**src/hw/rtl/tcgd_pkg.sv**
```systemverilog
// shared types and constants of the circle gesture detector
`default_nettype none

package tcgd_pkg;

    localparam int RING_DEPTH = 14;
    localparam int CNT_W      = $clog2(RING_DEPTH);
    localparam int SUM_W      = 16 + $clog2(RING_DEPTH);
    localparam int CMP_W      = ((SUM_W > 19) ? SUM_W : 19) + 1;

    localparam logic [7:0] CENTRE_X    = 8'h80;
    localparam logic [7:0] CENTRE_Y    = 8'h60;
    localparam logic [8:0] SUM_CENTRE  = 9'h0E0;
    localparam logic [8:0] DIFF_CENTRE = 9'h020;

    localparam logic [17:0] TURN_THRESHOLD_RST = 18'd54613;
    localparam logic [14:0] DELTA_CLAMP_RST    = 15'd10923;
    localparam logic [8:0]  MIN_AXIS_SPAN_RST  = 9'd50;
    localparam logic [9:0]  MIN_DIAG_SPAN_RST  = 10'd70;

    typedef enum logic [1:0] {
        CFG_TURN_THRESHOLD = 2'd0,
        CFG_DELTA_CLAMP    = 2'd1,
        CFG_MIN_AXIS_SPAN  = 2'd2,
        CFG_MIN_DIAG_SPAN  = 2'd3
    } cfg_index_t;

    typedef enum logic [1:0] {
        GEST_NONE = 2'd0,
        GEST_NEG  = 2'd1,
        GEST_POS  = 2'd2
    } gesture_t;

    typedef enum logic [1:0] {
        ST_IDLE,
        ST_SCAN,
        ST_DONE
    } state_t;

    typedef struct packed {
        logic [15:0] delta;
        logic [7:0]  x;
        logic [7:0]  y;
    } entry_t;

    typedef struct packed {
        logic [17:0] turn_threshold;
        logic [8:0]  min_axis_span;
        logic [9:0]  min_diag_span;
    } scan_cfg_t;

    typedef struct packed {
        logic clear;
        logic step;
    } scan_ctrl_t;

    localparam entry_t IDLE_ENTRY = '{delta: 16'h0000, x: CENTRE_X, y: CENTRE_Y};

endpackage

`default_nettype wire

```
**src/hw/rtl/tcgd_cell.sv**
```systemverilog
// one ring slot of the sample chain: delta and touch point
`default_nettype none

module tcgd_cell (
    input  wire logic             clk,
    input  wire logic             rst_n,
    input  wire logic             shift,
    input  wire tcgd_pkg::entry_t din,
    output tcgd_pkg::entry_t      dout
);
    import tcgd_pkg::*;

    entry_t entry_reg;
    entry_t entry_next;

    always_comb
    begin
        entry_next = entry_reg;
        if (shift)
        begin
            entry_next = din;
        end
    end

    always_ff @(posedge clk or negedge rst_n)
    begin
        if (!rst_n)
        begin
            entry_reg <= IDLE_ENTRY;
        end
        else
        begin
            entry_reg <= entry_next;
        end
    end

    assign dout = entry_reg;

endmodule

`default_nettype wire

```
**src/hw/rtl/tcgd_scan.sv**
```systemverilog
// accumulator at the chain tail: delta sum, point extents and the decision
`default_nettype none

module tcgd_scan (
    input  wire logic                 clk,
    input  wire logic                 rst_n,
    input  wire tcgd_pkg::scan_ctrl_t ctrl,
    input  wire tcgd_pkg::entry_t     tail,
    input  wire tcgd_pkg::scan_cfg_t  cfg,
    output tcgd_pkg::gesture_t        result
);
    import tcgd_pkg::*;

    logic signed [SUM_W-1:0] sum_reg, sum_next;
    logic [7:0] xmin_reg, xmin_next, xmax_reg, xmax_next;
    logic [7:0] ymin_reg, ymin_next, ymax_reg, ymax_next;
    logic [8:0] smin_reg, smin_next, smax_reg, smax_next;
    logic signed [8:0] dmin_reg, dmin_next, dmax_reg, dmax_next;

    logic [8:0]        s_val;
    logic signed [8:0] d_val;
    logic signed [CMP_W-1:0] sum_ext;
    logic signed [CMP_W-1:0] thr_ext;
    logic [7:0]  x_span;
    logic [7:0]  y_span;
    logic [8:0]  s_span;
    logic signed [9:0] d_span;
    logic        spans_ok;

    always_comb
    begin
        s_val = {1'b0, tail.x} + {1'b0, tail.y};
        d_val = $signed({1'b0, tail.x}) - $signed({1'b0, tail.y});

        sum_next  = sum_reg;
        xmin_next = xmin_reg;
        xmax_next = xmax_reg;
        ymin_next = ymin_reg;
        ymax_next = ymax_reg;
        smin_next = smin_reg;
        smax_next = smax_reg;
        dmin_next = dmin_reg;
        dmax_next = dmax_reg;

        if (ctrl.clear)
        begin
            sum_next  = '0;
            xmin_next = CENTRE_X;
            xmax_next = CENTRE_X;
            ymin_next = CENTRE_Y;
            ymax_next = CENTRE_Y;
            smin_next = SUM_CENTRE;
            smax_next = SUM_CENTRE;
            dmin_next = $signed(DIFF_CENTRE);
            dmax_next = $signed(DIFF_CENTRE);
        end
        else if (ctrl.step)
        begin
            sum_next = sum_reg + SUM_W'($signed(tail.delta));
            if (tail.x < xmin_reg) xmin_next = tail.x;
            if (tail.x > xmax_reg) xmax_next = tail.x;
            if (tail.y < ymin_reg) ymin_next = tail.y;
            if (tail.y > ymax_reg) ymax_next = tail.y;
            if (s_val < smin_reg)  smin_next = s_val;
            if (s_val > smax_reg)  smax_next = s_val;
            if (d_val < dmin_reg)  dmin_next = d_val;
            if (d_val > dmax_reg)  dmax_next = d_val;
        end
    end

    always_ff @(posedge clk or negedge rst_n)
    begin
        if (!rst_n)
        begin
            sum_reg  <= '0;
            xmin_reg <= CENTRE_X;
            xmax_reg <= CENTRE_X;
            ymin_reg <= CENTRE_Y;
            ymax_reg <= CENTRE_Y;
            smin_reg <= SUM_CENTRE;
            smax_reg <= SUM_CENTRE;
            dmin_reg <= $signed(DIFF_CENTRE);
            dmax_reg <= $signed(DIFF_CENTRE);
        end
        else
        begin
            sum_reg  <= sum_next;
            xmin_reg <= xmin_next;
            xmax_reg <= xmax_next;
            ymin_reg <= ymin_next;
            ymax_reg <= ymax_next;
            smin_reg <= smin_next;
            smax_reg <= smax_next;
            dmin_reg <= dmin_next;
            dmax_reg <= dmax_next;
        end
    end

    // threshold compare and span check
    always_comb
    begin
        sum_ext = CMP_W'(sum_reg);
        thr_ext = $signed(CMP_W'(cfg.turn_threshold));
        x_span  = xmax_reg - xmin_reg;
        y_span  = ymax_reg - ymin_reg;
        s_span  = smax_reg - smin_reg;
        d_span  = 10'(dmax_reg) - 10'(dmin_reg);

        spans_ok = ({1'b0, x_span} >= cfg.min_axis_span) &&
                   ({1'b0, y_span} >= cfg.min_axis_span) &&
                   ({1'b0, s_span} >= cfg.min_diag_span) &&
                   ($unsigned(d_span) >= cfg.min_diag_span);

        result = GEST_NONE;
        if (sum_ext < -thr_ext)
        begin
            result = spans_ok ? GEST_NEG : GEST_NONE;
        end
        else if (sum_ext > thr_ext)
        begin
            result = spans_ok ? GEST_POS : GEST_NONE;
        end
    end

endmodule

`default_nettype wire

```
**src/hw/rtl/touch_circle_gesture_detector.sv**
```systemverilog
// top level of the circle gesture detector: config, sequencer, cell chain
//
//  channel | handshake          | payload
//  --------+--------------------+-------------------------------------------------
//  in      | in_valid/in_stall  | enable, touch_held, angle_now, angle_prev, x, y
//  out     | out_valid/out_stall| gesture
//  cfg     | cfg_valid/cfg_ready| cfg_index, cfg_data
//
// each beat shifts the sample into the chain, rotates every slot past the
// accumulator, then decides; the rotation through the single accumulator
// sets the length of a beat, and the decision waits while out_stall holds
// a full output register; the result waits there while the next beat is taken
// reset puts the centre point and zero delta into every slot, no clearing pass
`default_nettype none

module touch_circle_gesture_detector (
    input  wire logic               clk,
    input  wire logic               rst_n,
    input  wire logic               in_valid,
    output      logic               in_stall,
    input  wire logic               enable,
    input  wire logic               touch_held,
    input  wire logic signed [15:0] angle_now,
    input  wire logic signed [15:0] angle_prev,
    input  wire logic [7:0]         touch_x,
    input  wire logic [7:0]         touch_y,
    output      logic               out_valid,
    input  wire logic               out_stall,
    output      logic [1:0]         gesture,
    input  wire logic               cfg_valid,
    output      logic               cfg_ready,
    input  wire logic [1:0]         cfg_index,
    input  wire logic [17:0]        cfg_data
);
    import tcgd_pkg::*;

    logic [17:0] turn_threshold_reg;
    logic [14:0] delta_clamp_reg;
    logic [8:0]  min_axis_span_reg;
    logic [9:0]  min_diag_span_reg;

    state_t     state_reg, state_next;
    logic [CNT_W-1:0] cnt_reg, cnt_next;
    gesture_t   last_gesture_reg, last_gesture_next;
    logic       out_valid_reg, out_valid_next;
    gesture_t   gesture_reg, gesture_next;

    logic       accept;
    logic       rotate;
    logic       shift;
    logic       idle_sample;
    logic [15:0] raw_delta;
    logic signed [16:0] delta17;
    logic signed [16:0] lim17;
    logic [15:0] clamped;
    entry_t     new_entry;
    entry_t     chain [RING_DEPTH];
    entry_t     head_din;
    scan_ctrl_t scan_ctrl;
    scan_cfg_t  scan_cfg;
    gesture_t   scan_result;

    // config registers
    assign cfg_ready = 1'b1;

    always_ff @(posedge clk or negedge rst_n)
    begin
        if (!rst_n)
        begin
            turn_threshold_reg <= TURN_THRESHOLD_RST;
            delta_clamp_reg    <= DELTA_CLAMP_RST;
            min_axis_span_reg  <= MIN_AXIS_SPAN_RST;
            min_diag_span_reg  <= MIN_DIAG_SPAN_RST;
        end
        else if (cfg_valid && cfg_ready)
        begin
            case (cfg_index_t'(cfg_index))
                CFG_TURN_THRESHOLD: turn_threshold_reg <= cfg_data;
                CFG_DELTA_CLAMP:    delta_clamp_reg    <= cfg_data[14:0];
                CFG_MIN_AXIS_SPAN:  min_axis_span_reg  <= cfg_data[8:0];
                CFG_MIN_DIAG_SPAN:  min_diag_span_reg  <= cfg_data[9:0];
                default: ;
            endcase
        end
    end

    // sample formation
    always_comb
    begin
        idle_sample = !enable || !touch_held || (last_gesture_reg != GEST_NONE);
        raw_delta   = angle_now - angle_prev;
        delta17     = $signed({raw_delta[15], raw_delta});
        lim17       = $signed({2'b00, delta_clamp_reg});
        clamped     = raw_delta;
        if (delta17 < -lim17)
        begin
            clamped = 16'((-lim17));
        end
        else if (delta17 > lim17)
        begin
            clamped = 16'(lim17);
        end

        if (idle_sample)
        begin
            new_entry = IDLE_ENTRY;
        end
        else
        begin
            new_entry.delta = clamped;
            new_entry.x     = touch_x;
            new_entry.y     = touch_y;
        end
    end

    // sequencer
    assign in_stall = (state_reg != ST_IDLE);
    assign accept   = in_valid && !in_stall;
    assign rotate   = (state_reg == ST_SCAN);
    assign shift    = accept || rotate;

    always_comb
    begin
        state_next        = state_reg;
        cnt_next          = cnt_reg;
        last_gesture_next = last_gesture_reg;
        out_valid_next    = out_valid_reg;
        gesture_next      = gesture_reg;

        if (out_valid_reg && !out_stall)
        begin
            out_valid_next = 1'b0;
        end

        case (state_reg)
            ST_IDLE:
            begin
                if (accept)
                begin
                    state_next = ST_SCAN;
                    cnt_next   = '0;
                end
            end
            ST_SCAN:
            begin
                cnt_next = cnt_reg + 1'b1;
                if (cnt_reg == CNT_W'(RING_DEPTH - 1))
                begin
                    state_next = ST_DONE;
                end
            end
            ST_DONE:
            begin
                if (!out_valid_reg || !out_stall)
                begin
                    gesture_next      = scan_result;
                    last_gesture_next = scan_result;
                    out_valid_next    = 1'b1;
                    state_next        = ST_IDLE;
                end
            end
            default:
            begin
                state_next = ST_IDLE;
            end
        endcase
    end

    always_ff @(posedge clk or negedge rst_n)
    begin
        if (!rst_n)
        begin
            state_reg        <= ST_IDLE;
            cnt_reg          <= '0;
            last_gesture_reg <= GEST_NONE;
            out_valid_reg    <= 1'b0;
            gesture_reg      <= GEST_NONE;
        end
        else
        begin
            state_reg        <= state_next;
            cnt_reg          <= cnt_next;
            last_gesture_reg <= last_gesture_next;
            out_valid_reg    <= out_valid_next;
            gesture_reg      <= gesture_next;
        end
    end

    assign out_valid = out_valid_reg;
    assign gesture   = gesture_reg;

    // cell chain, oldest slot drops out when a sample shifts in
    assign head_din = accept ? new_entry : chain[RING_DEPTH-1];

    genvar gi;
    generate
        for (gi = 0; gi < RING_DEPTH; gi++)
        begin : g_cell
            if (gi == 0)
            begin : g_head
                tcgd_cell u_cell (
                    .clk   (clk),
                    .rst_n (rst_n),
                    .shift (shift),
                    .din   (head_din),
                    .dout  (chain[gi])
                );
            end
            else
            begin : g_body
                tcgd_cell u_cell (
                    .clk   (clk),
                    .rst_n (rst_n),
                    .shift (shift),
                    .din   (chain[gi-1]),
                    .dout  (chain[gi])
                );
            end
        end
    endgenerate

    // accumulator watches the tail while the chain rotates
    assign scan_ctrl.clear = accept;
    assign scan_ctrl.step  = rotate;

    assign scan_cfg.turn_threshold = turn_threshold_reg;
    assign scan_cfg.min_axis_span  = min_axis_span_reg;
    assign scan_cfg.min_diag_span  = min_diag_span_reg;

    tcgd_scan u_scan (
        .clk    (clk),
        .rst_n  (rst_n),
        .ctrl   (scan_ctrl),
        .tail   (chain[RING_DEPTH-1]),
        .cfg    (scan_cfg),
        .result (scan_result)
    );

endmodule

`default_nettype wire

```
**config.mk**
```make
export PLATFORM = sky130hd
export DESIGN_NAME = touch_circle_gesture_detector
export DESIGN_NICKNAME = d
export VERILOG_FILES = /design/src/hw/rtl/tcgd_pkg.sv /design/src/hw/rtl/tcgd_cell.sv /design/src/hw/rtl/tcgd_scan.sv /design/src/hw/rtl/touch_circle_gesture_detector.sv
export SDC_FILE = /design/constraint.sdc
export NUM_CORES = 2
export LEC_CHECK = 0
export BUFFER_PORTS_ARGS = -buffer_cell sky130_fd_sc_hd__buf_2
export CAP_MARGIN = 25
export CORE_ASPECT_RATIO = 1.5
export CORE_MARGIN = 2
export CORE_UTILIZATION = 35
export DETAILED_ROUTE_END_ITERATION = 8
export HOLD_SLACK_MARGIN = 0.03
export SLEW_MARGIN = 20
export SYNTH_ARGS = -nofsm -noshare
export SYNTH_HDL_FRONTEND = slang
export SYNTH_SLANG_ARGS = --single-unit
export TNS_END_PERCENT = 30
```
**constraint.sdc**
```tcl
create_clock -name clk -period 4.55 [get_ports clk]
set_input_delay 0.91 -clock clk [delete_from_list [all_inputs] [get_ports clk]]
set_output_delay 0.91 -clock clk [all_outputs]
set_load 0.05 [all_outputs]
```
# Word level (Yosys, flattened, before mapping)
# Index checks and enable logic that the tools add are counted.
dict set report classes {
  eq_ne 9
  n_mux 43
  n_reduce_logical 43
  add_sub_neg 11
  order_cmp 16
}
# cell count
set op_table {}
lappend op_table {{2-to-1 mux 9 bit} 12}
lappend op_table {{2-to-1 mux 8 bit} 12}
lappend op_table {{2-to-1 mux 32 bit} 2}
lappend op_table {{2-to-1 mux 20 bit} 2}
lappend op_table {{2-to-1 mux 16 bit} 2}
lappend op_table {{AND reduction 2 bit} 14}
lappend op_table {{nonzero test 2 bit} 12}
lappend op_table {{< comparator 20 x 21 -> 1 bit} 1}
lappend op_table {{negation 18 -> 21 bit} 1}
lappend op_table {{adder 20 x 16 -> 20 bit} 1}
lappend op_table {{greater-than comparator 20 x 19 -> 1 bit} 1}
lappend op_table {{greater-or-equal comparator 8 x 9 -> 1 bit} 2}
lappend op_table {{greater-than comparator 9 bit} 2}
lappend op_table {{< comparator 9 bit} 2}
lappend op_table {{< comparator 16 x 17 -> 1 bit} 1}
lappend op_table {{negation 15 -> 17 bit} 1}
lappend op_table {{greater-than comparator 16 bit} 1}
lappend op_table {{greater-than comparator 8 bit} 2}
lappend op_table {{< comparator 8 bit} 2}
lappend op_table {{subtractor 16 bit} 1}
lappend op_table {{subtractor 8 bit} 2}
lappend op_table {{2-to-1 mux 2 bit} 6}
lappend op_table {{greater-or-equal comparator 10 bit} 1}
lappend op_table {{greater-or-equal comparator 9 x 10 -> 1 bit} 1}
lappend op_table {{19 further kinds} 38}
dict set report word_totals {
  inputBits 75
  register_bits 597
  output_inout_bits 5
  elab_cells 181
}

# Logic depth before layout (Yosys ltp)
dict set report logic_depth {
  word_depth 8
  mapped_depth 21
  ltp_nobuf 20
}

# Cells and area by module
# Synthesis repeated with hierarchy kept, for this count alone.
dict set report unflattened {
  cells_unflattened 2589
  hier_area_um2 33608.5
}
# module area_each_um2 seq_area_each_um2 n_inst cells_per_inst
set modules_own_cells {}
lappend modules_own_cells {tcgd_cell 1348.8 804.5 14 68}
lappend modules_own_cells {tcgd_scan 9831.9 2219.6 1 1127}
lappend modules_own_cells {touch_circle_gesture_detector 4893.4 1555.2 1 510}

# Least setup slack after synthesis
# Ideal clock, no wire load.
dict set report synth_path {
  path_type {input to register}
  startpoint {in angle_now[0]}
  endpoint {reg g_cell[0].g_head.u_cell.entry_reg (netlist bit g_cell[0].g_head.u_cell.dout[22])}
  stages 18
  setup_ns 0.135
  slack_ns -0.186
  t_required_ns 4.415
  path_buffers 2
  t_arrival_ns 4.601
  cell_sequence {inv_1 ha_1 fa_1 nor2b_1 o31ai_1 a2111oi_0 nor4_1 nand4b_1 ha_1 nand4_1 or3_1 o2111ai_1 o32a_1 clkbuf_1 clkbuf_1 a21oi_1 a31oi_1 a31oi_1}
}
dict set report synth_between {
  elab_chain_len 6
  elab_cells_between_ends 7
  classes_between {add/sub: 1; order compare: 2; mux: 4}
}
# element line
set synth_lines {}
lappend synth_lines {{from (decl)} touch_circle_gesture_detector.sv:23} ;# input wire logic signed [15:0] angle_now,
lappend synth_lines {{subtractor 16 bit (*)} touch_circle_gesture_detector.sv:91} ;# raw_delta = angle_now - angle_prev;
lappend synth_lines {{greater-than comparator 16 bit} touch_circle_gesture_detector.sv:99} ;# else if (delta17 > lim17)
lappend synth_lines {{2-to-1 mux 16 bit} touch_circle_gesture_detector.sv:99}
lappend synth_lines {{2-to-1 mux 16 bit (*)} touch_circle_gesture_detector.sv:95} ;# if (delta17 < -lim17)
lappend synth_lines {{2-to-1 mux 32 bit (*)} touch_circle_gesture_detector.sv:104} ;# if (idle_sample)
lappend synth_lines {{2-to-1 mux 32 bit (*)} touch_circle_gesture_detector.sv:193} ;# assign head_din = accept ? new_entry : chain[RING_DEPTH-1];
lappend synth_lines {{to (signal assigned)} tcgd_cell.sv:33} ;# entry_reg <= entry_next;
lappend synth_lines {{to (decl)} tcgd_cell.sv:13} ;# entry_t entry_reg;
# Mark *: on every way between the ends. The rest lies on a longest branch, timed or not.
# A chain may end at the register's enable or synchronous reset.

# Worst setup path after layout
dict set report layout_path {
  startpoint {reg u_scan.dmax_reg[0]}
  endpoint {reg gesture_reg[1] (netlist: gesture[1])}
}
dict set report layout_between {
  elab_chain_len 6
}
# element line
set layout_lines {}
lappend layout_lines {{from (decl)} tcgd_scan.sv:18} ;# logic signed [8:0] dmin_reg, dmin_next, dmax_reg, dmax_next;
lappend layout_lines {{from (signal assigned)} tcgd_scan.sv:83} ;# dmax_reg <= $signed(DIFF_CENTRE);
lappend layout_lines {{from (signal assigned)} tcgd_scan.sv:95} ;# dmax_reg <= dmax_next;
lappend layout_lines {{subtractor 9 x 9 -> 10 bit} tcgd_scan.sv:107} ;# d_span = 10'(dmax_reg) - 10'(dmin_reg);
lappend layout_lines {{greater-or-equal comparator 10 bit} tcgd_scan.sv:112} ;# ($unsigned(d_span) >= cfg.min_diag_span);
lappend layout_lines {{logical AND 1 bit} tcgd_scan.sv:111} ;# ({1'b0, s_span} >= cfg.min_diag_span) &&
lappend layout_lines {{2-to-1 mux 2 bit} tcgd_scan.sv:121} ;# result = spans_ok ? GEST_POS : GEST_NONE;
lappend layout_lines {{2-to-1 mux 2 bit} tcgd_scan.sv:119} ;# else if (sum_ext > thr_ext)
lappend layout_lines {{2-to-1 mux 2 bit} tcgd_scan.sv:115} ;# if (sum_ext < -thr_ext)
lappend layout_lines {{to (signal assigned)} touch_circle_gesture_detector.sv:185} ;# gesture_reg <= gesture_next;
lappend layout_lines {{to (decl)} touch_circle_gesture_detector.sv:46} ;# gesture_t gesture_reg, gesture_next;
# Every way passes these cells.

==> flow_summary.toml <==
[outcome]
status = "finished, final reports clean"

[cells_and_area]
drive_above_1_share_pct = 11.9
fillers = 8813
diodes = 0
fin_cells = 4822
nets = 3962
finalInstanceArea_um2 = 35400
largest_reg_flops = 416
syn_to_final_growth_pct = 14.0

[setup_path]
crit_chain = "inv_1 > ha_1 > inv_1 > fa_1 > nand2_1 > nand2_1 > a21oi_1 > o21ai_0 > a21oi_1 > o21ai_0 > a21oi_1 > xnor2_1 > ha_1 > nor3_1 > or4_4 > nor4_2 > o221ai_1 > a2111oi_2 > nand4b_1 > buf_4 > o41ai_2"
slowest_delay_ns = 0.47
crit_arrival_ns = 4.86
worst_ep_required_time_ns = 5.08
end_kind = "register"
cp_max_fo = 3
cp_slowest_cell = "or4_4"
path_common_cell = "a21oi_1"
start_kind = "register"
critPathKind = "reg2reg"

[global_route]
antenna_found_initial = 0
grt_use_met2_pct = 28.6
grt-ovfl-total = 0
top_usage_layer = "met2"
met1_usage_pct = 20.9
use_met3_pct = 1.85
first_global_vias = 23500
grt_max_degree = 212
grt_usage_pct = 16.5
grt_pass1_wl_um = 123000

[timing]
period_minus_slack_ns = 4.33
slew_headroom_pct = 31.4
drv_slew = 0
rsz0062_at_grt = "true"
finalHoldWorstSlack_ns = 0.376
finClkSkew_ns = 0.0176
fmax_mhz = 231
finalSetupViolations = 0
hold_violations = 0
worst_pin_slew_ns = 1.03
fin_ws_ns = 0.218
fin_crit_sh_pct = 95.2

[power_and_ir_drop]
ir_drop_mv = 0.534
p_per_area_nw_per_um2 = 729
finalPower_w = 0.0258
leakagePower_nw = 18.1

[placed_design]
port_buffers = 78
place_congestion = 0.887
dp_hpwl_um = 51000
dp.cells = 4711
place_ws_ns = -0.401
postPlaceCellArea_um2 = 33200

[floorplanning]
core-area_um2 = 87900
die_h_um = 369
rows = 133
start_util_pct = 35.4
fp.dieW_um = 247
io_pins = 80
design.die.area_um2 = 91300

[detailed_routing]
drtIter0Drc = 1425
wire_per_inst_um = 15.4
final_antenna_net_count = 0
post-route-drc-count = 0
vias_per_cell = 4.89
route.vias.total = 23600
drt-total-wl_um = 74200
drt-pass1-iter-count = 5

[logic_synthesis]
yosysUniqueCellTypes = 77
yosysWarnings = 0
synth_top_flop_cell = "dfrtp_1"
synthCells = 3531
avgSynthCellArea_um2 = 8.80
postSynthNetCount = 3867
synth-seq-cells = 597
synth_area_um2 = 31100
synth_seq_area_share_pct = 48.4
synth_edf_count = 0
async_flop_share_pct = 100

[clocking]
clockBufferDepth = 3
path_clk_slew_ns = 0.07
clock-root-buffer = "clkbuf_16"
cts_tree = "yes"
cts_sinks = 597
numCtsBuffers = 57
worstSkewPairLatency_ns = 0.64
h-tree-depth = 2

[flow_run]
max-cap-violations = 0

[worst_hold_path]
hold_class = "in2async"
## layer usage
layer	part of all wire, %	vias up
met5	0	-
met4	3.7	0
met3	2.8	139
met2	50	309
met1	44	11400
li1	-	11800
## through the flow
| step | util (%) | setup TNS, ns |
|---|---|---|
| floorplan | - | -0.00321 |
| global placement | 37.8 | -4.94 |
| detailed placement | 37.8 | -5.24 |
| CTS | 40.3 | 0 |
| global route | 40.3 | -0.123 |
| finish | 40.3 | 0 |
## repair_timing
| action | in CTS | in global routing |
|---|---|---|
| buffers inserted | 0 | 1 |
| resized for setup | 0 | 8 |
| hold buffers | 0 | 0 |
| endpoints found under the setup margin | 0 | 19 |
## cells in the final DEF (no fill, tap or decap), types with 8 or more instances in the layout
cell,n
nand2b_1,23
bufinv_16,11
a21oi_1,123
xnor2_1,65
buf_12,10
nor4_1,13
a31oi_1,14
nor2b_1,22
a21boi_0,12
nor2_1,114
clkbuf_16,58
o21bai_1,13
buf_2,78
or4_1,8
dfstp_2,79
nand2_1,1340
or3_1,10
o21ai_0,163
buf_4,84
nor3_1,32
o211ai_1,14
inv_1,195
nand3_1,58
fa_1,8
dfrtp_1,518
nand4_1,25
a21o_1,33
o21a_1,32
mux2i_1,20
ha_1,252
xor2_1,15
a211oi_1,13
mux2_2,53
o22ai_1,9
clkbuf_8,11
## Yosys cell counts (all sizes together), types with 4 or more instances
cell type,n,share of area (%)
nand2,1342,16
dfrtp,518,42
ha,253,10
inv,195,2.4
o21ai,170,2.7
clkbuf,134,1.6
a21oi,123,2.0
nor2,117,1.4
dfstp,79,6.7
xnor2,66,1.9
nand3,58,0.93
mux2,53,1.9
a21o,33,0.80
nor3,32,0.52
o21a,32,0.77
nand2b,26,0.57
nand4,25,0.50
nor2b,22,0.44
mux2i,20,0.64
a211oi,15,0.38
xor2,15,0.42
a31oi,14,0.28
nor4,14,0.30
o211ai,14,0.34
o21bai,13,0.31
a21boi,12,0.29
or3,10,0.20
o22ai,9,0.18
or4,9,0.23
fa,8,0.52
a211o,7,0.20
and2,7,0.14
o311ai,7,0.20
or2,7,0.14
a2111oi,6,0.19
o22a,6,0.17
nor3b,5,0.12
and3,4,0.080
o2111ai,4,0.11
o211a,4,0.13
o41ai,4,0.14
## kinds of logic after synthesis
| family | after synthesis | share of synthesized area, % |
|---|---|---|
| muxes | 73 | 2.56 |
| and+or+nand+nor | 1689 | 22.1 |
| other | 1 | 0.0121 |
| buffers and inverters | 332 | 4.05 |
| DFF | 597 | 48.4 |
| adders and majority gates | 261 | 10.7 |
| xor gates and xnor gates | 81 | 2.28 |
| AOI/OAI and AO/OA | 497 | 9.90 |
## power breakdown
group | switching (W) | internal [W]
Clock | 0.00221 | 0.00317
Combinational | 0.00690 | 0.00478
Sequential | 0.00131 | 0.00745
## critical path: cells and delay by family, from the launching register on
family,cells,cell delay [ns]
AOI/OAI and AO/OA,8,1.62
xor gates and xnor gates,1,0.09
adders and majority gates,3,0.83
buffers and inverters,3,0.32
DFF,1,0.40
and+or+nand+nor,6,0.96
## layout make-up
| class | count | area (um2) | share of cell area [%] |
|---|---|---|---|
| multi-input cells | 2602 | 14900 | 41.9 |
| inverters | 195 | 732 | 2.07 |
| clock inverters | 34 | 515 | 1.45 |
| flip-flops and latches | 597 | 15000 | 42.4 |
| clock buffers | 74 | 1620 | 4.58 |
| repair buffers | 173 | 1240 | 3.49 |
| well taps | 1147 | 1440 | 4.05 |
## path summary, 6_finish.rpt
check / cells after the start / endpoint / start / slack, ns
max in group asynchronous: 2 / g_cell[6].g_body.u_cell.dout[15]$_DFFE_PN1P_ / rst_n / 3.12
worst min-delay path: 1 / g_cell[0].g_head.u_cell.dout[4]$_DFFE_PN0P_ / rst_n / 0.38
min in group clk: 2 / g_cell[8].g_body.u_cell.dout[15]$_DFFE_PN1P_ / g_cell[7].g_body.u_cell.dout[15]$_DFFE_PN1P_ / 0.45
worst max register to register: 21 / gesture[1]$_DFFE_PN0P_ / u_scan.dmax_reg[0]$_DFFE_PN0P_ / 0.22
worst min register to register: 2 / g_cell[8].g_body.u_cell.dout[15]$_DFFE_PN1P_ / g_cell[7].g_body.u_cell.dout[15]$_DFFE_PN1P_ / 0.45
worst max-delay path: 21 / gesture[1]$_DFFE_PN0P_ / u_scan.dmax_reg[0]$_DFFE_PN0P_ / 0.22
No activity file was read; power rests on OpenSTA's default activity.
